===== config.mk =====
export PLATFORM = sky130hd
export DESIGN_NAME = command_packet_decoder
export DESIGN_NICKNAME = d
export VERILOG_FILES = /design/src/rtl/cpd_pkg.sv /design/src/rtl/command_packet_decoder.sv /design/src/rtl/cpd_front.sv /design/src/rtl/cpd_queue.sv /design/src/rtl/cpd_back.sv
export SDC_FILE = /design/constraint.sdc
export NUM_CORES = 1
export LEC_CHECK = 0
export ABC_CLOCK_PERIOD_IN_PS = 4800
export BUFFER_PORTS_ARGS = -buffer_cell sky130_fd_sc_hd__buf_2
export CORE_MARGIN = 8
export CORE_UTILIZATION = 23
export CTS_BUF_LIST = sky130_fd_sc_hd__clkbuf_4 sky130_fd_sc_hd__clkbuf_8 sky130_fd_sc_hd__clkbuf_16
export DETAILED_ROUTE_END_ITERATION = 12
export GPL_TIMING_DRIVEN = 0
export PLACE_DENSITY = 0.37
export SLEW_MARGIN = 20
export SYNTH_ARGS = -nofsm -noshare
export SYNTH_HDL_FRONTEND = slang
export SYNTH_SLANG_ARGS = --single-unit

===== constraint.sdc =====
create_clock -name clk -period 4.8 [get_ports clk]
set_input_delay 0.96 -clock clk [delete_from_list [all_inputs] [get_ports clk]]
set_output_delay 0.96 -clock clk [all_outputs]
set_load 0.02 [all_outputs]

===== src/rtl/cpd_pkg.sv =====
// Shared types and constants for the command packet decoder.
// Used by cpd_front, cpd_queue, cpd_back and command_packet_decoder.
package cpd_pkg;

	// top-byte opcodes
	localparam logic [7:0] OP_WRITE_LO = 8'h78;
	localparam logic [7:0] OP_WRITE_HI = 8'h7C;
	localparam logic [7:0] OP_PAD      = 8'h7F;

	// geometry target registers
	localparam logic [7:0] TGT_QUAD = 8'h44;
	localparam logic [7:0] TGT_ABS  = 8'h46;
	localparam logic [7:0] TGT_REL  = 8'h4E;

	localparam logic [23:0] LOW24 = 24'hFFFFFF;

	// path actions
	localparam logic [3:0] ACT_NONE        = 4'd0;
	localparam logic [3:0] ACT_MOVE_OPEN   = 4'd1;
	localparam logic [3:0] ACT_MOVE_CLOSED = 4'd2;
	localparam logic [3:0] ACT_LINE        = 4'd3;
	localparam logic [3:0] ACT_QUAD        = 4'd5;

	// header loop field
	localparam logic [3:0] LOOP_PAIR = 4'd2;
	localparam logic [3:0] LOOP_QUAD = 4'd4;

	// header write format (top byte minus OP_WRITE_LO)
	localparam logic [2:0] FMT_FLOAT = 3'd3;
	localparam logic [2:0] FMT_WORD  = 3'd4;

	// geometry lane formats
	localparam logic [1:0] GF_S8    = 2'd0;
	localparam logic [1:0] GF_S16   = 2'd1;
	localparam logic [1:0] GF_FLOAT = 2'd3;

	localparam int M_DATA_W = 88;

	typedef enum logic [1:0] {
		MODE_HDR  = 2'd0,
		MODE_REG  = 2'd1,
		MODE_GEOM = 2'd2,
		MODE_SKIP = 2'd3
	} mode_t;

	typedef enum logic [1:0] {
		KIND_REG  = 2'd0,
		KIND_GEOM = 2'd1,
		KIND_ERR  = 2'd2
	} kind_t;

	typedef enum logic [2:0] {
		ERR_NONE   = 3'd0,
		ERR_FORMAT = 3'd1,
		ERR_ACTION = 3'd2,
		ERR_SHAPE  = 3'd3,
		ERR_TARGET = 3'd4,
		ERR_RAW    = 3'd5
	} err_t;

	// one decoded word: expands to count results in the back end
	typedef struct packed {
		kind_t       kind;
		logic [7:0]  addr;
		logic [31:0] word;
		logic [3:0]  action;
		logic [1:0]  fmt;
		logic        rel;
		logic        quad;
		logic [1:0]  pos;
		logic [2:0]  count;
		err_t        err;
	} job_t;

endpackage


===== src/rtl/command_packet_decoder.sv =====
// Command packet decoder top level: front end, job queue, back end.
// Depends on cpd_pkg, cpd_front, cpd_queue, cpd_back.
//
// channel  | dir | tdata                     | tuser             | tlast
// s_axis   | in  | command_word[31:0]        | first_in_packet   | -
// m_axis   | out | see port comment          | result_kind[1:0]  | last
//
// One command word is accepted per cycle while the job queue has room.
// Results leave one per cycle unless the output stalls; an 8-bit geometry word
// yields up to four, a 16-bit word up to two, so output bandwidth sets the rate
// for packed geometry. A word goes through the queue and the output register.
// Reset is asynchronous: parse state returns to header mode, queue and output empty.
// Output stalls back up through the queue; s_axis_tready drops only when it is full.
module command_packet_decoder
	import cpd_pkg::*;
#(
	parameter int QUEUE_DEPTH = 4
) (
	input  logic                clk,
	input  logic                arst_n,
	input  logic                s_axis_tvalid,
	output logic                s_axis_tready,
	input  logic [31:0]         s_axis_tdata,   // command_word[31:0]
	input  logic                s_axis_tuser,   // first_in_packet
	output logic                m_axis_tvalid,
	input  logic                m_axis_tready,
	// reg_addr[7:0], reg_data[39:8], geom_action[43:40], geom_value[75:44],
	// geom_is_float[76], geom_relative[77], coord_index[79:78], error_code[82:80]
	output logic [M_DATA_W-1:0] m_axis_tdata,
	output logic [1:0]          m_axis_tuser,   // result_kind[1:0]
	output logic                m_axis_tlast
);

	logic push, q_full, pop, head_valid;
	job_t push_job, head;

	cpd_front u_front (
		.clk      (clk),
		.arst_n   (arst_n),
		.in_valid (s_axis_tvalid),
		.in_ready (s_axis_tready),
		.in_word  (s_axis_tdata),
		.in_first (s_axis_tuser),
		.q_full   (q_full),
		.push     (push),
		.push_job (push_job)
	);

	cpd_queue #(
		.DEPTH (QUEUE_DEPTH)
	) u_queue (
		.clk        (clk),
		.arst_n     (arst_n),
		.push       (push),
		.push_job   (push_job),
		.full       (q_full),
		.pop        (pop),
		.head       (head),
		.head_valid (head_valid)
	);

	cpd_back u_back (
		.clk           (clk),
		.arst_n        (arst_n),
		.head          (head),
		.head_valid    (head_valid),
		.pop           (pop),
		.m_axis_tvalid (m_axis_tvalid),
		.m_axis_tready (m_axis_tready),
		.m_axis_tdata  (m_axis_tdata),
		.m_axis_tuser  (m_axis_tuser),
		.m_axis_tlast  (m_axis_tlast)
	);

endmodule


===== src/rtl/cpd_front.sv =====
// Front end: accepts command words, tracks packet parse state, emits jobs.
// Depends on cpd_pkg.
module cpd_front
	import cpd_pkg::*;
(
	input  logic        clk,
	input  logic        arst_n,
	input  logic        in_valid,
	output logic        in_ready,
	input  logic [31:0] in_word,
	input  logic        in_first,
	input  logic        q_full,
	output logic        push,
	output job_t        push_job
);

	mode_t       mode_q, mode_n;
	logic [7:0]  items_q, items_n;
	logic [7:0]  target_q, target_n;
	logic [1:0]  fmt_q, fmt_n;
	logic [3:0]  action_q, action_n;
	logic [1:0]  pos_q, pos_n;
	logic        rel_q, rel_n;

	logic        accept;
	mode_t       mode_eff;
	logic [7:0]  hdr_top, hdr_a, hdr_cnt;
	logic [3:0]  hdr_loop, hdr_act;
	logic [2:0]  hdr_fmt;
	logic        hdr_pad, hdr_direct, hdr_quad;
	err_t        hdr_err;
	logic        quad_q;
	logic [2:0]  lanes, n_lanes;

	assign in_ready = !q_full;
	assign accept   = in_valid && !q_full;
	assign mode_eff = in_first ? MODE_HDR : mode_q;

	assign hdr_top    = in_word[31:24];
	assign hdr_a      = in_word[7:0];
	assign hdr_cnt    = in_word[15:8];
	assign hdr_loop   = in_word[19:16];
	assign hdr_act    = in_word[23:20];
	assign hdr_fmt    = 3'(hdr_top - OP_WRITE_LO);
	assign hdr_pad    = (hdr_top == OP_PAD);
	assign hdr_direct = (hdr_top < OP_WRITE_LO) || (hdr_top > OP_WRITE_HI);
	assign hdr_quad   = (hdr_act == ACT_QUAD);

	assign quad_q  = (action_q == ACT_QUAD);
	assign lanes   = (fmt_q == GF_S8) ? 3'd4 : (fmt_q == GF_S16) ? 3'd2 : 3'd1;
	assign n_lanes = (items_q < {5'd0, lanes}) ? items_q[2:0] : lanes;

	// header checks: action, loop/count shape, target, format
	always_comb begin
		hdr_err = ERR_NONE;
		if (hdr_act == ACT_NONE) begin
			if (hdr_fmt != FMT_FLOAT && hdr_fmt != FMT_WORD)
				hdr_err = ERR_FORMAT;
		end else if (hdr_act != ACT_MOVE_OPEN && hdr_act != ACT_MOVE_CLOSED &&
				hdr_act != ACT_LINE && !hdr_quad) begin
			hdr_err = ERR_ACTION;
		end else if (hdr_quad) begin
			if (hdr_loop != LOOP_QUAD || hdr_cnt == 8'd0 || hdr_cnt[1:0] != 2'd0)
				hdr_err = ERR_SHAPE;
			else if (hdr_a != TGT_QUAD)
				hdr_err = ERR_TARGET;
			else if (hdr_fmt == FMT_WORD)
				hdr_err = ERR_RAW;
		end else begin
			if (hdr_loop != LOOP_PAIR || hdr_cnt == 8'd0 || hdr_cnt[0])
				hdr_err = ERR_SHAPE;
			else if (hdr_a != TGT_ABS && !(hdr_a == TGT_REL && hdr_act == ACT_LINE))
				hdr_err = ERR_TARGET;
			else if (hdr_fmt == FMT_WORD)
				hdr_err = ERR_RAW;
		end
	end

	// next parse state
	always_comb begin
		mode_n   = mode_q;
		items_n  = items_q;
		target_n = target_q;
		fmt_n    = fmt_q;
		action_n = action_q;
		pos_n    = pos_q;
		rel_n    = rel_q;
		if (accept) begin
			if (in_first) begin
				mode_n  = MODE_HDR;
				items_n = 8'd0;
			end
			case (mode_eff)
				MODE_REG: begin
					target_n = target_q + 8'd1;
					items_n  = items_q - 8'd1;
					if (items_q == 8'd1)
						mode_n = MODE_HDR;
				end
				MODE_GEOM: begin
					items_n = items_q - {5'd0, n_lanes};
					pos_n   = quad_q ? (pos_q + n_lanes[1:0]) : {1'b0, pos_q[0] ^ n_lanes[0]};
					if (items_q == {5'd0, n_lanes})
						mode_n = MODE_HDR;
				end
				MODE_SKIP: begin
				end
				default: begin
					if (!hdr_pad && !hdr_direct) begin
						if (hdr_err != ERR_NONE) begin
							mode_n  = MODE_SKIP;
							items_n = 8'd0;
						end else if (hdr_act == ACT_NONE) begin
							if (hdr_cnt != 8'd0) begin
								mode_n   = MODE_REG;
								items_n  = hdr_cnt;
								target_n = hdr_a;
							end
						end else begin
							mode_n   = MODE_GEOM;
							items_n  = hdr_cnt;
							target_n = hdr_a;
							fmt_n    = hdr_fmt[1:0];
							action_n = hdr_act;
							pos_n    = 2'd0;
							rel_n    = (hdr_a == TGT_REL);
						end
					end
				end
			endcase
		end
	end

	// job for the queue
	always_comb begin
		push     = 1'b0;
		push_job = '0;
		if (accept) begin
			case (mode_eff)
				MODE_REG: begin
					push           = 1'b1;
					push_job.kind  = KIND_REG;
					push_job.addr  = target_q;
					push_job.word  = in_word;
					push_job.count = 3'd1;
				end
				MODE_GEOM: begin
					push            = (n_lanes != 3'd0);
					push_job.kind   = KIND_GEOM;
					push_job.word   = in_word;
					push_job.action = action_q;
					push_job.fmt    = fmt_q;
					push_job.rel    = rel_q;
					push_job.quad   = quad_q;
					push_job.pos    = pos_q;
					push_job.count  = n_lanes;
				end
				MODE_SKIP: begin
				end
				default: begin
					if (!hdr_pad && hdr_direct) begin
						push           = 1'b1;
						push_job.kind  = KIND_REG;
						push_job.addr  = hdr_top;
						push_job.word  = {8'd0, in_word[23:0] & LOW24};
						push_job.count = 3'd1;
					end else if (!hdr_pad && hdr_err != ERR_NONE) begin
						push           = 1'b1;
						push_job.kind  = KIND_ERR;
						push_job.err   = hdr_err;
						push_job.count = 3'd1;
					end
				end
			endcase
		end
	end

	always_ff @(posedge clk or negedge arst_n) begin
		if (!arst_n) begin
			mode_q   <= MODE_HDR;
			items_q  <= 8'd0;
			target_q <= 8'd0;
			fmt_q    <= 2'd0;
			action_q <= 4'd0;
			pos_q    <= 2'd0;
			rel_q    <= 1'b0;
		end else begin
			mode_q   <= mode_n;
			items_q  <= items_n;
			target_q <= target_n;
			fmt_q    <= fmt_n;
			action_q <= action_n;
			pos_q    <= pos_n;
			rel_q    <= rel_n;
		end
	end

	a_err_skips: assert property (@(posedge clk) disable iff (!arst_n)
		(push && push_job.kind == KIND_ERR) |=> (mode_q == MODE_SKIP))
		else $error("error result not followed by skip mode");

	a_reg_items: assert property (@(posedge clk) disable iff (!arst_n)
		(mode_q == MODE_REG || mode_q == MODE_GEOM) |-> (items_q != 8'd0))
		else $error("data mode with no items left");

endmodule


===== src/rtl/cpd_queue.sv =====
// Small job queue between front and back end (register file + pointers).
// Depends on cpd_pkg.
module cpd_queue
	import cpd_pkg::*;
#(
	parameter int DEPTH = 4
) (
	input  logic clk,
	input  logic arst_n,
	input  logic push,
	input  job_t push_job,
	output logic full,
	input  logic pop,
	output job_t head,
	output logic head_valid
);

	localparam int PW = (DEPTH > 1) ? $clog2(DEPTH) : 1;
	localparam int CW = $clog2(DEPTH + 1);
	localparam logic [PW-1:0] LAST_PTR = PW'(DEPTH - 1);

	job_t          mem_q [DEPTH];
	logic [PW-1:0] wr_ptr_q, rd_ptr_q;
	logic [CW-1:0] count_q;

	assign full       = (count_q == CW'(DEPTH));
	assign head_valid = (count_q != '0);
	assign head       = mem_q[rd_ptr_q];

	always_ff @(posedge clk) begin
		if (push)
			mem_q[wr_ptr_q] <= push_job;
	end

	always_ff @(posedge clk or negedge arst_n) begin
		if (!arst_n) begin
			wr_ptr_q <= '0;
			rd_ptr_q <= '0;
			count_q  <= '0;
		end else begin
			if (push)
				wr_ptr_q <= (wr_ptr_q == LAST_PTR) ? '0 : wr_ptr_q + 1'b1;
			if (pop)
				rd_ptr_q <= (rd_ptr_q == LAST_PTR) ? '0 : rd_ptr_q + 1'b1;
			if (push && !pop)
				count_q <= count_q + 1'b1;
			else if (pop && !push)
				count_q <= count_q - 1'b1;
		end
	end

	a_no_overflow: assert property (@(posedge clk) disable iff (!arst_n)
		push |-> !full)
		else $error("push into full queue");

	a_no_underflow: assert property (@(posedge clk) disable iff (!arst_n)
		pop |-> head_valid)
		else $error("pop from empty queue");

endmodule


===== src/rtl/cpd_back.sv =====
// Back end: expands queued jobs into results, one per cycle unless the output stalls, into the output register.
// Depends on cpd_pkg.
module cpd_back
	import cpd_pkg::*;
(
	input  logic                clk,
	input  logic                arst_n,
	input  job_t                head,
	input  logic                head_valid,
	output logic                pop,
	output logic                m_axis_tvalid,
	input  logic                m_axis_tready,
	output logic [M_DATA_W-1:0] m_axis_tdata,
	output logic [1:0]          m_axis_tuser,
	output logic                m_axis_tlast
);

	logic [1:0]          lane_q;
	logic                last_lane, advance;
	logic                m_valid_q;
	logic [M_DATA_W-1:0] m_data_q;
	logic [1:0]          m_user_q;
	logic                m_last_q;

	logic [7:0]          r_addr;
	logic [31:0]         r_data, r_value;
	logic [3:0]          r_action;
	logic                r_isf, r_rel;
	logic [1:0]          r_ci;
	logic [2:0]          r_err;
	logic [7:0]          lane_byte;
	logic [15:0]         lane_half;
	logic [M_DATA_W-1:0] r_tdata;

	assign last_lane = (({1'b0, lane_q} + 3'd1) == head.count);
	assign advance   = !m_valid_q || m_axis_tready;
	assign pop       = advance && head_valid && last_lane;

	assign lane_byte = head.word[{lane_q, 3'b000} +: 8];
	assign lane_half = lane_q[0] ? head.word[31:16] : head.word[15:0];

	always_comb begin
		r_addr   = 8'd0;
		r_data   = 32'd0;
		r_value  = 32'd0;
		r_action = 4'd0;
		r_isf    = 1'b0;
		r_rel    = 1'b0;
		r_ci     = 2'd0;
		r_err    = ERR_NONE;
		case (head.kind)
			KIND_REG: begin
				r_addr = head.addr;
				r_data = head.word;
			end
			KIND_GEOM: begin
				r_action = head.action;
				r_isf    = (head.fmt == GF_FLOAT);
				r_rel    = head.rel;
				r_ci     = head.quad ? (head.pos + lane_q) : {1'b0, head.pos[0] ^ lane_q[0]};
				case (head.fmt)
					GF_S8:   r_value = {{24{lane_byte[7]}}, lane_byte};
					GF_S16:  r_value = {{16{lane_half[15]}}, lane_half};
					default: r_value = head.word;
				endcase
			end
			KIND_ERR: r_err = head.err;
			default: begin
			end
		endcase
	end

	assign r_tdata = {5'd0, r_err, r_ci, r_rel, r_isf, r_value, r_action, r_data, r_addr};

	always_ff @(posedge clk or negedge arst_n) begin
		if (!arst_n) begin
			m_valid_q <= 1'b0;
			lane_q    <= 2'd0;
		end else if (advance) begin
			m_valid_q <= head_valid;
			if (head_valid)
				lane_q <= last_lane ? 2'd0 : lane_q + 2'd1;
		end
	end

	always_ff @(posedge clk) begin
		if (advance && head_valid) begin
			m_data_q <= r_tdata;
			m_user_q <= head.kind;
			m_last_q <= last_lane;
		end
	end

	assign m_axis_tvalid = m_valid_q;
	assign m_axis_tdata  = m_data_q;
	assign m_axis_tuser  = m_user_q;
	assign m_axis_tlast  = m_last_q;

	a_lane_in_range: assert property (@(posedge clk) disable iff (!arst_n)
		head_valid |-> ({1'b0, lane_q} < head.count))
		else $error("lane index past job count");

	a_mid_job_head: assert property (@(posedge clk) disable iff (!arst_n)
		(lane_q != 2'd0) |-> head_valid)
		else $error("job left the queue mid expansion");

	a_single_result: assert property (@(posedge clk) disable iff (!arst_n)
		(head_valid && head.kind != KIND_GEOM) |-> (head.count == 3'd1))
		else $error("non-geometry job with several results");

endmodule

==> summary.txt, run 1 <==
Drt
  • Vias: 10100
  • Iter 0 DRT Violations: 708
  • Vias/cell: 4.50
  • Pre-antenna DRT Iters: 5
  • Final wirelength: 51.3 mm
  • Antenna Violating Nets Remaining: 0
  • WL per Instance: 22.8 um
  • # DRC: 0

Global routing
  • Largest net degree at the start of global routing: 67
  • GRT Util Overall: 0.129
  • First-pass GRT wire length: 74.3 mm
  • Vias in the first global route: 10500
  • Initial antenna violation count: 10
  • Congestion Overflow GR: 0

Power and ir drop
  • Total power: 13.1 mW
  • Leakage power: 7.03 nW
  • Peak supply drop: 0.271 mV
  • Pwr dens: 681 nW/um2

Synth
  • Largest cells by area after synthesis: edfxtp_1, mux4_2, dfrtp_1, and2_1, ha_1
  • Cell variety after synth: 80
  • Syn Inst Count: 1107
  • Top_reg_cell synth: edfxtp_1
  • Synthesized area: 15900 um2
  • Yosys warns: 0
  • Sequential-to-total area share from yosys stat: 0.659
  • Mean Syn Cell Area: 14.4 um2
  • Async SR Flop Fraction: 0.104
  • Post-synth EDFFs: 318
  • Leading area contributor after synthesis: edfxtp_1
  • FF+latch count, synth: 355
  • Top-area cell type share of the netlist area: 0.600

Floorplanning
  • Effective utilization at floorplan: 0.232
  • Core area: 68600 um2
  • Die area: 77800 um2
  • Die H: 279 um
  • Io pins: 130
  • Die W: 279 um
  • Cell row count: 96

Place
  • Routability cong.: 0.829
  • Placed inst area: 17900 um2
  • HPWL Detailed: 36.7 mm
  • Pre-CTS setup slack: -0.407 ns
  • PortBufs: 123

Worst setup path
  • Startpoint Class: primary input
  • Data arrival time of the worst path: 5.01 ns
  • Crit end category: flip-flop
  • Reg-to-reg endpoint: u_front.items_q[4]
  • Reg-to-reg slack, setup: 0.77 ns
  • Crit path kind: in2reg
  • Buf+Inv Stages, Crit Path: 5
  • Max Fanout on Critical Path: 9
  • R2r startpoint: u_front.fmt_q[1]
  • Crit path largest cell delay: 0.57 ns
  • Cells along the critical path: clkbuf_1 > inv_1 > nand2_1 > inv_1 > ha_1 > inv_1 > o41ai_2 > o21ai_1 > o21ai_2 > ha_1 > inv_1 > fa_1 > xor2_1 > nor2_1 > xor2_1
  • Delay-heaviest family, CP: adder cells
  • Worst path most repeated cell: inv_1
  • Slowest cell on crit path: o41ai_2
  • CP required: 5.27 ns
  • Reg2reg path depth: 16

Finish
  • Area grow syn2layout: 21.3%
  • Most frequent cells in the layout: edfxtp_1, buf_2, nand2_1, nor2_1, and2_1
  • Commonest non-fill, non-tap cell in the layout: edfxtp_1
  • Final Cell Area: 19300 um2
  • Proportion of layout cells with a drive suffix above 1: 0.235
  • Nets: 1346

Clock network
  • Bufs on Longest Clock Path: 3
  • CTS H-tree depth: 2
  • Clock Latency Late Sink: 0.57 ns
  • CTS tree: yes
  • Clock Sinks: 355
  • Hold bufs inserted after CTS: 0
  • PostCTS Resize Cnt: 0
  • Root Driver: clkbuf_16
  • Reg clk slew, reported paths: 0.06 ns
  • Number of setup buffers added after CTS: 0
  • CTS Buf Count: 43

Run
  • Number of max-cap violations: 0

STA
  • Worst setup margin: 0.267 ns
  • Worst Tran Pin Value: 1.05 ns
  • Hold Fails Final Rpt: 0
  • Setup Viol. Count Final: 0
  • Max-slew violations: 0
  • RSZ-0062 raised after global routing: no
  • Slew HR: 0.296
  • WHS: 0.387 ns
  • Tmin final: 4.53 ns
  • Fin crit share: 0.944
  • FMAX: 0.221 GHz
  • Clock skew: 0.0197 ns

Status
  • Status: completed

Hold path
  • Hold Crit Class: in2async
## synthesized netlist by cell type (9+ instances only)
library cell / number
and2_1: 69
inv_1: 33
mux2_2: 11
nand3_1: 27
a22oi_1: 17
and3_1: 16
mux4_2: 51
nor2_1: 71
edfxtp_1: 318
nand2_1: 77
buf_2: 15
a31oi_1: 15
a21oi_1: 45
nor2b_1: 9
nor3_1: 12
o21ai_0: 57
clkbuf_1: 34
mux2i_1: 12
a211oi_1: 13
ha_1: 24
dfrtp_1: 37
## routing by layer
metal	share of wire	vias up	GRT usage
met5	0.0010	-	0
met4	0.018	8	0.0321
met3	0.055	66	0.0297
met2	0.48	268	0.215
met1	0.44	5184	0.169
li1	-	4612	-
## registers in the layout, summed over array words and instances, names as in the netlist, 2 cells and up
signal               cells
u_queue.mem_q          232
u_back.m_axis_tdata     83
u_front.items_q          8
u_front.target_q         8
u_front.action_q         4
u_queue.count_q          3
u_back.lane_q            2
u_back.m_axis_tuser      2
u_front.fmt_q            2
u_front.mode_q           2
u_front.pos_q            2
u_queue.rd_ptr_q         2
u_queue.wr_ptr_q         2
## power by group
group,switching (mW),total (mW),internal (mW)
combinational,3.38,5.07,1.69
clock,1.27,3.24,1.96
sequential,0.276,4.83,4.56
## worst max-delay path by stage
| stage | startpoint | to | slack, ns | depth (start not counted) |
|---|---|---|---|---|
| finish | s_axis_tuser | u_queue.count_q[2] | 0.27 | 15 |
| global route | s_axis_tuser | u_queue.count_q[2] | 0.07 | 15 |
| CTS | s_axis_tuser | u_queue.count_q[2] | 0.19 | 16 |
| detailed placement | s_axis_tuser | u_queue.count_q[2] | -0.41 | 16 |
| global placement | s_axis_tuser | u_queue.mem_q[2][51] | -2.54 | 11 |
| floorplan | s_axis_tuser | u_queue.mem_q[1][0] | 0.18 | 11 |
## logic make-up (layout without fill, tap and decap cells)
family,after synthesis,after routing,share of synthesized area
flip-flops,355,355,0.659
AND/OR/NAND/NOR,323,323,0.105
AO/OA/AOI/OAI,214,214,0.0889
buffers and inverters,96,302,0.0262
multiplexers,81,81,0.0937
adder cells (fa/ha/maj),26,26,0.0214
XOR/XNOR,11,11,0.00606
other,1,9,0.000236
## metrics by stage
stage,utilization,instances,TNS (ns)
floorplan,-,1111,0
global placement,0.258,2165,-584.48
detailed placement,0.260,2170,-56.32
CTS,0.281,2249,0
global route,0.281,2249,0
finish,0.281,2252,0
## final cells by class
type                            instances  area (um2)
Timing Repair Buffer                  128         756
Clock inverter                         21         191
Sequential cell                       355       10500
Inverter                               33         129
Fill cell                            7006       49300
Buffer                                 62         289
Multi-Input combinational cell        660        5040
Clock buffer                           58        1230
Tap cell                              931        1160
Antenna cell                            4        10.0
(Power assumes the default switching activity.)
==> inputs of run 2 (changes only) <==
--- a/config.mk
+++ b/config.mk
@@ -16,4 +16,5 @@
 export SLEW_MARGIN = 20
 export SYNTH_ARGS = -nofsm -noshare
 export SYNTH_HDL_FRONTEND = slang
+export SYNTH_HIERARCHICAL = 1
 export SYNTH_SLANG_ARGS = --single-unit
==> run 2 against run 1 <==
  * Maximum frequency up 4.1%
  * Die area up 2.3%
  * Register-to-register slack worse by 0.32 ns
  * Global-route usage down 0.34 points
  * Cell count down 1.7%
  * Wire length down 1.2%
  * Combinational power up 4.5%
  * Clock skew down 0.0035 ns
  * Critical path type is now reg2reg
  * Critical endpoint is now u_front/items_q[6]
  * Largest power group unchanged
  * Highest routed layer is now met4
==> summary.txt, run 2 <==
Synth
  • Syn Inst Count: 1061 (-4.2%)
  • Post-synth EDFFs: 318 (unchanged)
  • Mean Syn Cell Area: 15.4 um2 (+6.9%)
  • Async SR Flop Fraction: 0.104 (unchanged)
  • Leading area contributor after synthesis: edfxtp_1
  • Cell variety after synth: 79 (-1.3%)
  • Largest cells by area after synthesis: edfxtp_1, mux4_2, dfrtp_1, and2_1, ha_1
  • Count leader, synth: edfxtp_1
  • Most frequent cells after synthesis: edfxtp_1, and2_1, mux4_2
  • Top_reg_cell synth: edfxtp_1
  • Sequential-to-total area share from yosys stat: 0.643 (-0.0155)
  • Synthesized area: 16300 um2 (+2.4%)
  • FF+latch count, synth: 355 (unchanged)
  • Top-area cell type share of the netlist area: 0.586 (-0.0142)
  • Yosys warns: 6 (+6)

Floorplanning
  • Core area: 70000 um2 (+2.1%)
  • Io pins: 130 (unchanged)
  • Cell row count: 97 (+1.0%)
  • Effective utilization at floorplan: 0.233 (+0.000708)
  • Die area: 79600 um2 (+2.3%)
  • Die H: 282 um (+1.1%)
  • Die W: 282 um (+1.1%)

Place
  • Routability cong.: 0.815 (-1.7%)
  • Placed inst area: 18300 um2 (+2.2%)
  • HPWL Detailed: 36.6 mm (-0.24%)
  • PortBufs: 124 (+0.81%)

Clock network
  • CTS tree: yes
  • Bufs on Longest Clock Path: 3 (unchanged)
  • CTS Buf Count: 43 (unchanged)
  • Reg clk slew, reported paths: 0.06 ns (about the same)
  • Hold bufs inserted after CTS: 0 (unchanged)
  • Clock Latency Late Sink: 0.56 ns (about the same)
  • CTS H-tree depth: 2 (unchanged)
  • PostCTS Resize Cnt: 0 (unchanged)
  • Root Driver: clkbuf_16
  • Clock Sinks: 355 (unchanged)
  • Number of setup buffers added after CTS: 0 (unchanged)

Drt
  • Iter 0 DRT Violations: 715 (+0.99%)
  • Antenna Violating Nets Remaining: 0 (unchanged)
  • Vias/cell: 4.50 (about the same)
  • # DRC: 0 (unchanged)
  • Final wirelength: 50.6 mm (-1.2%)
  • Pre-antenna DRT Iters: 8 (+3)
  • Vias: 9961 (-1.7%)
  • WL per Instance: 22.9 um (+0.47%)

Status
  • Status: completed

Worst setup path
  • Delay-heaviest family, CP: compound AO/OA/AOI/OAI gates
  • CP required: 5.24 ns (-0.03 ns)
  • Data arrival time of the worst path: 4.80 ns (-0.21 ns)
  • Buf+Inv Stages, Crit Path: 1 (-4)
  • Crit path largest cell delay: 0.72 ns (+0.15 ns)
  • Cells along the critical path: buf_2 > or3_4 > or3_1 > a211o_1 > o21ai_0 > ha_1 > fa_1 > nand2b_1 > nand3_1 > xnor2_1 > a2111oi_0 > o21ai_0 > a21oi_1 > nand2_1
  • Max Fanout on Critical Path: 9 (unchanged)
  • Slowest cell on crit path: a2111oi_0
  • Crit end category: flip-flop
  • Worst path most repeated cell: o21ai_0
  • Crit path kind: reg2reg
  • Startpoint Class: flip-flop

STA
  • WHS: 0.415 ns (+0.0278 ns)
  • FMAX: 0.230 GHz (+4.1%)
  • Hold Fails Final Rpt: 0 (unchanged)
  • Fin crit share: 0.907 (-0.0374)
  • Worst Tran Pin Value: 0.967 ns (-0.0779 ns)
  • Tmin final: 4.35 ns (-0.179 ns)
  • Setup Viol. Count Final: 0 (unchanged)
  • Clock skew: 0.0162 ns (-0.00350 ns)
  • RSZ-0062 raised after global routing: no
  • Max-slew violations: 0 (unchanged)
  • Slew HR: 0.354 (+0.0579)

Finish
  • Commonest non-fill, non-tap cell in the layout: edfxtp_1
  • Nets: 1301 (-3.3%)
  • Fin util: 0.280 (-0.00134)
  • Proportion of layout cells with a drive suffix above 1: 0.270 (+0.0348)
  • Reg with most FFs: u_queue/mem_q
  • Final Cell Area: 19600 um2 (+1.6%)
  • Most frequent cells in the layout: edfxtp_1, buf_2, and2_1, mux4_2, nor2_1
  • Max FFs per register: 232 (unchanged)
  • Area grow syn2layout: 20.3%

Global routing
  • GRT Util Overall: 0.126 (-0.00344)
  • Vias in the first global route: 10400 (-1.7%)
  • Largest net degree at the start of global routing: 51 (-24%)
  • First-pass GRT wire length: 74.2 mm (-0.20%)
  • Initial antenna violation count: 0 (-10)
  • Congestion Overflow GR: 0 (unchanged)

Power and ir drop
  • Sw frac: 0.375 (about the same)
  • Comb pwr share: 0.406 (+0.020)
  • P_int: 8.16 mW (-0.59%)
  • Sequential Power Share: 0.357 (-0.011)
  • Pwr dens: 666 nW/um2 (-2.2%)
  • Peak supply drop: 0.269 mV (-0.70%)
  • Leakage power: 7.02 nW (about the same)
  • Clock power share: 0.237 (-0.009)
  • NetSw: 4.90 mW (-0.69%)
  • Total power: 13.1 mW (-0.63%)

Run
  • Number of max-cap violations: 0 (unchanged)

Hold path
  • Hold Crit Class: in2async
## run 2: layout make-up
class,count,area [um2]
Fill cell,7159,50400
Sequential cell,355,10500
Multi-Input combinational cell,608,5260
Tap cell,940,1180
Clock buffer,52,1160
Timing Repair Buffer,129,761
Buffer,64,440
Clock inverter,27,179
Inverter,38,143
Antenna cell,1,2.50
## run 2: power by group through the flow
stage          combinational [mW]  clock, mW  sequential, mW
3_5_place_dp                 5.44          0            4.75
4_1_cts                      5.46       3.21            4.69
6_report                     5.30       3.09            4.66
5_1_grt                      5.77       3.33            4.75
3_3_place_gp                 5.36          0            4.82
2_1_floorplan                3.09          0            5.14
## run 2: path summary, 6_finish.rpt
check | startpoint | endpoint | slack, ns | cells after the start
min | arst_n | u_queue/wr_ptr_q[0] | 0.42 | 1
max | u_front/items_q[5] | u_front/items_q[6] | 0.45 | 14
min reg2reg | u_queue/count_q[2] | u_queue/count_q[2] | 0.48 | 1
max reg2reg | u_front/items_q[5] | u_front/items_q[6] | 0.45 | 14
max in group asynchronous | arst_n | u_back/lane_q[1] | 3.97 | 1
min in group clk | u_queue/count_q[2] | u_queue/count_q[2] | 0.48 | 1
## run 2: logic make-up (layout without fill, tap and decap cells)
kind of cell | after synthesis | in the layout | synth area share
AO/OA/AOI/OAI | 154 | 154 | 0.0737
XOR/XNOR | 11 | 11 | 0.00591
adder cells (fa/ha/maj) | 25 | 25 | 0.0201
buffers and inverters | 102 | 310 | 0.0358
flip-flops | 355 | 355 | 0.643
multiplexers | 89 | 89 | 0.106
other | 1 | 6 | 0.000230
AND/OR/NAND/NOR | 324 | 324 | 0.115
## run 2: per-stage QoR
step	TNS [ns]	worst slack, ns	cells
after CTS	0	0.141	2213
after floorplan	0	0.0559	1065
after global placement	-558.70	-2.39	2129
after global routing	0	0.156	2213
final	0	0.446	2214
after detailed placement	-68.85	-0.456	2134
## run 2: routing by layer
metal	part of all wire	track usage	up-vias
li1	-	-	4508
met1	0.46	0.171	5111
met2	0.47	0.203	277
met3	0.052	0.0235	65
met4	0.023	0.0384	0
met5	0	0	-
## run 2: worst reg2reg max path: cells and delay by family (launching register included)
family,cells,cell delay (ns)
xor+xnor,1,0.15
fa+ha+maj,2,0.46
flops,1,0.36
buf+inv,1,0.17
simple gates,5,1.14
compound gates,5,1.97
==> inputs of run 3 (changes only) <==
--- a/config.mk
+++ b/config.mk
@@ -7,7 +7,7 @@
 export LEC_CHECK = 0
 export ABC_CLOCK_PERIOD_IN_PS = 4800
 export BUFFER_PORTS_ARGS = -buffer_cell sky130_fd_sc_hd__buf_2
-export CORE_MARGIN = 8
+export CORE_MARGIN = 5
 export CORE_UTILIZATION = 23
 export CTS_BUF_LIST = sky130_fd_sc_hd__clkbuf_4 sky130_fd_sc_hd__clkbuf_8 sky130_fd_sc_hd__clkbuf_16
 export DETAILED_ROUTE_END_ITERATION = 12
==> run 3 against run 2 <==
  * Design area up 0.78%
  * Cell count up 0.14%
  * Critical path depth unchanged
  * First-iteration DRC count decreased by 4.3%
  * Non-clock buffer count did not move
  * Highest routed layer is now met5
  * Flip-flop and latch count unchanged
  * Worst setup slack worse by 0.062 ns
  * Combinational power about the same
  * Core utilization up 0.17 points
  * Die area fell by 4.2%
  * Sequential share of layout area down 0.41 points
  * Maximum frequency fell by 1.4%
==> summary.txt, run 3 (same netlist as run 2, synthesis figures left out) <==
Clock network
  • Number of setup buffers added after CTS: 0 (unchanged)
  • PostCTS Resize Cnt: 0 (unchanged)
  • Root Driver: clkbuf_16
  • CTS Buf Count: 44 (+2.3%)
  • CTS tree: yes
  • Bufs on Longest Clock Path: 3 (unchanged)
  • Clock Latency Late Sink: 0.57 ns (about the same)
  • Clock Sinks: 355 (unchanged)
  • Reg clk slew, reported paths: 0.06 ns (about the same)
  • CTS H-tree depth: 2 (unchanged)
  • Hold bufs inserted after CTS: 0 (unchanged)

Power and ir drop
  • Peak supply drop: 0.226 mV (-16%)
  • Leakage power: 7.09 nW (+0.94%)
  • Pwr dens: 679 nW/um2 (+1.9%)
  • Total power: 13.4 mW (+2.7%)

STA
  • Hold Fails Final Rpt: 0 (unchanged)
  • Setup Viol. Count Final: 0 (unchanged)
  • Max-slew violations: 0 (unchanged)
  • WHS: 0.421 ns (+0.00542 ns)
  • FMAX: 0.226 GHz (-1.4%)
  • Slew HR: 0.380 (+0.0266)
  • Clock skew: 0.0258 ns (+0.00959 ns)
  • Fin Setup TNS: 0 ns (unchanged)
  • Fin crit share: 0.920 (+0.0130)
  • Worst setup margin: 0.384 ns (-0.0624 ns)
  • Tmin final: 4.42 ns (+0.0624 ns)
  • RSZ-0062 raised after global routing: no
  • Worst Tran Pin Value: 0.930 ns (-0.0378 ns)

Hold path
  • Hold Crit Class: in2async

Worst setup path
  • Max Fanout on Critical Path: 10 (+1)
  • Crit end category: flip-flop
  • Crit path kind: reg2reg
  • R2r startpoint: u_front/items_q[4]
  • Data arrival time of the worst path: 4.86 ns (+0.06 ns)
  • Startpoint Class: flip-flop
  • CP required: 5.24 ns (about the same)
  • Crit path launch: u_front/items_q[4]

Global routing
  • Congestion Overflow GR: 0 (unchanged)
  • Grt peak-use layer: met2
  • Vias in the first global route: 10300 (-0.52%)
  • Met3 Use GR: 0.0305 (+0.00695)
  • Largest net degree at the start of global routing: 56 (+9.8%)
  • Met1 global-route usage: 0.175 (+0.00349)
  • First-pass GRT wire length: 74.0 mm (-0.26%)
  • GR Layer Usage met2: 0.213 (+0.0102)
  • GRT Util Overall: 0.129 (+0.00310)
  • Initial antenna violation count: 2 (+2)

Finish
  • Sequential Area: 10500 um2 (unchanged)
  • Proportion of layout cells with a drive suffix above 1: 0.278 (+0.00799)
  • Filler cell count: 7247 (+1.2%)
  • Nets: 1302 (+0.077%)
  • Reg with most FFs: u_queue/mem_q
  • Footprint of the multi-input gates: 5260 um2 (unchanged)
  • Most frequent cells in the layout: edfxtp_1, buf_2, and2_1, mux4_2, nor2_1
  • Commonest non-fill, non-tap cell in the layout: edfxtp_1
  • Max FFs per register: 232 (unchanged)
  • Area grow syn2layout: 21.3%

Floorplanning
  • Io pins: 130 (unchanged)
  • Cell row count: 97 (unchanged)
  • Effective utilization at floorplan: 0.232 (-0.000402)
  • Die W: 276 um (-2.1%)
  • Die H: 276 um (-2.1%)
  • Core area: 70100 um2 (+0.17%)
  • Die area: 76200 um2 (-4.2%)

Place
  • HPWL Detailed: 36.0 mm (-1.5%)
  • PortBufs: 124 (unchanged)
  • Pre-CTS setup slack: -0.488 ns (-0.0319 ns)
  • Routability cong.: 0.808 (-0.90%)

Drt
  • WL per Instance: 22.7 um (-0.87%)
  • Antenna Violating Nets Remaining: 0 (unchanged)
  • # DRC: 0 (unchanged)
  • Iter 0 DRT Violations: 684 (-4.3%)
  • Final wirelength: 50.3 mm (-0.74%)
  • Vias/cell: 4.47 (-0.70%)
  • Vias: 9905 (-0.56%)
  • Pre-antenna DRT Iters: 5 (-3)

Status
  • Status: completed

Run
  • Number of max-cap violations: 0 (unchanged)
run 3: cell count changes in the layout (fill, tap and decap cells not counted):
cell and delta:
buf_12 +1, buf_16 -1, bufinv_16 +5, clkbuf_16 +1
clkbuf_4 -1, clkinv_1 -8, clkinv_2 +4, clkinv_8 -1
clkinvlp_4 +4, inv_8 -1
run 3: critical path: stages (launching register included):
cell and delay (ns):
dfrtp_1 0.37, buf_6 0.14, or3_4 0.37, or3_1 0.40
a211o_1 0.38, o21ai_0 0.59, ha_1 0.29, fa_1 0.18
nand2b_1 0.21, nand3_1 0.12, xnor2_1 0.14, a2111oi_0 0.69
o21ai_0 0.16, a21oi_1 0.18, nand2_1 0.06
run 3: layout make-up:
type / count / area share
flip-flops and latches: 355 / 0.530
well taps: 940 / 0.0595
diodes: 1 / 0.000127
repair buffers: 129 / 0.0381
clock buffers: 52 / 0.0597
clock inverters: 30 / 0.0163
plain buffers: 64 / 0.0223
multi-input cells: 608 / 0.266
inverters: 38 / 0.00722
run 3: path summary, 6_finish.rpt:
| kind | to | slack (ns) | depth (start not counted) |
|---|---|---|---|
| max | u_front/items_q[6] | 0.38 | 14 |
| min | u_queue/count_q[1] | 0.42 | 1 |
| max reg2reg | u_front/items_q[6] | 0.38 | 14 |
| min reg2reg | u_queue/count_q[2] | 0.48 | 1 |
| max in group asynchronous | u_front/target_q[0] | 3.95 | 1 |
| min in group clk | u_queue/count_q[2] | 0.48 | 1 |
run 3: layer usage:
| layer | share of wire | wire (um) |
|---|---|---|
| met4 | 0.016 | 800 |
| met5 | 0.00040 | 20 |
| met3 | 0.053 | 2650 |
| met1 | 0.45 | 22800 |
| met2 | 0.48 | 24000 |
run 3: metrics by stage:
step	instance area, um2	util	cells
after detailed placement	18200	0.260	2134
after global placement	18100	0.258	2129
final	19800	0.282	2217
after CTS	19700	0.281	2216
after floorplan	16300	-	1065
after global routing	19800	0.282	2216
run 3: power breakdown:
part	internal, mW	switching (mW)
Clock	2.09	1.32
Sequential	4.41	0.261
Combinational	1.97	3.36
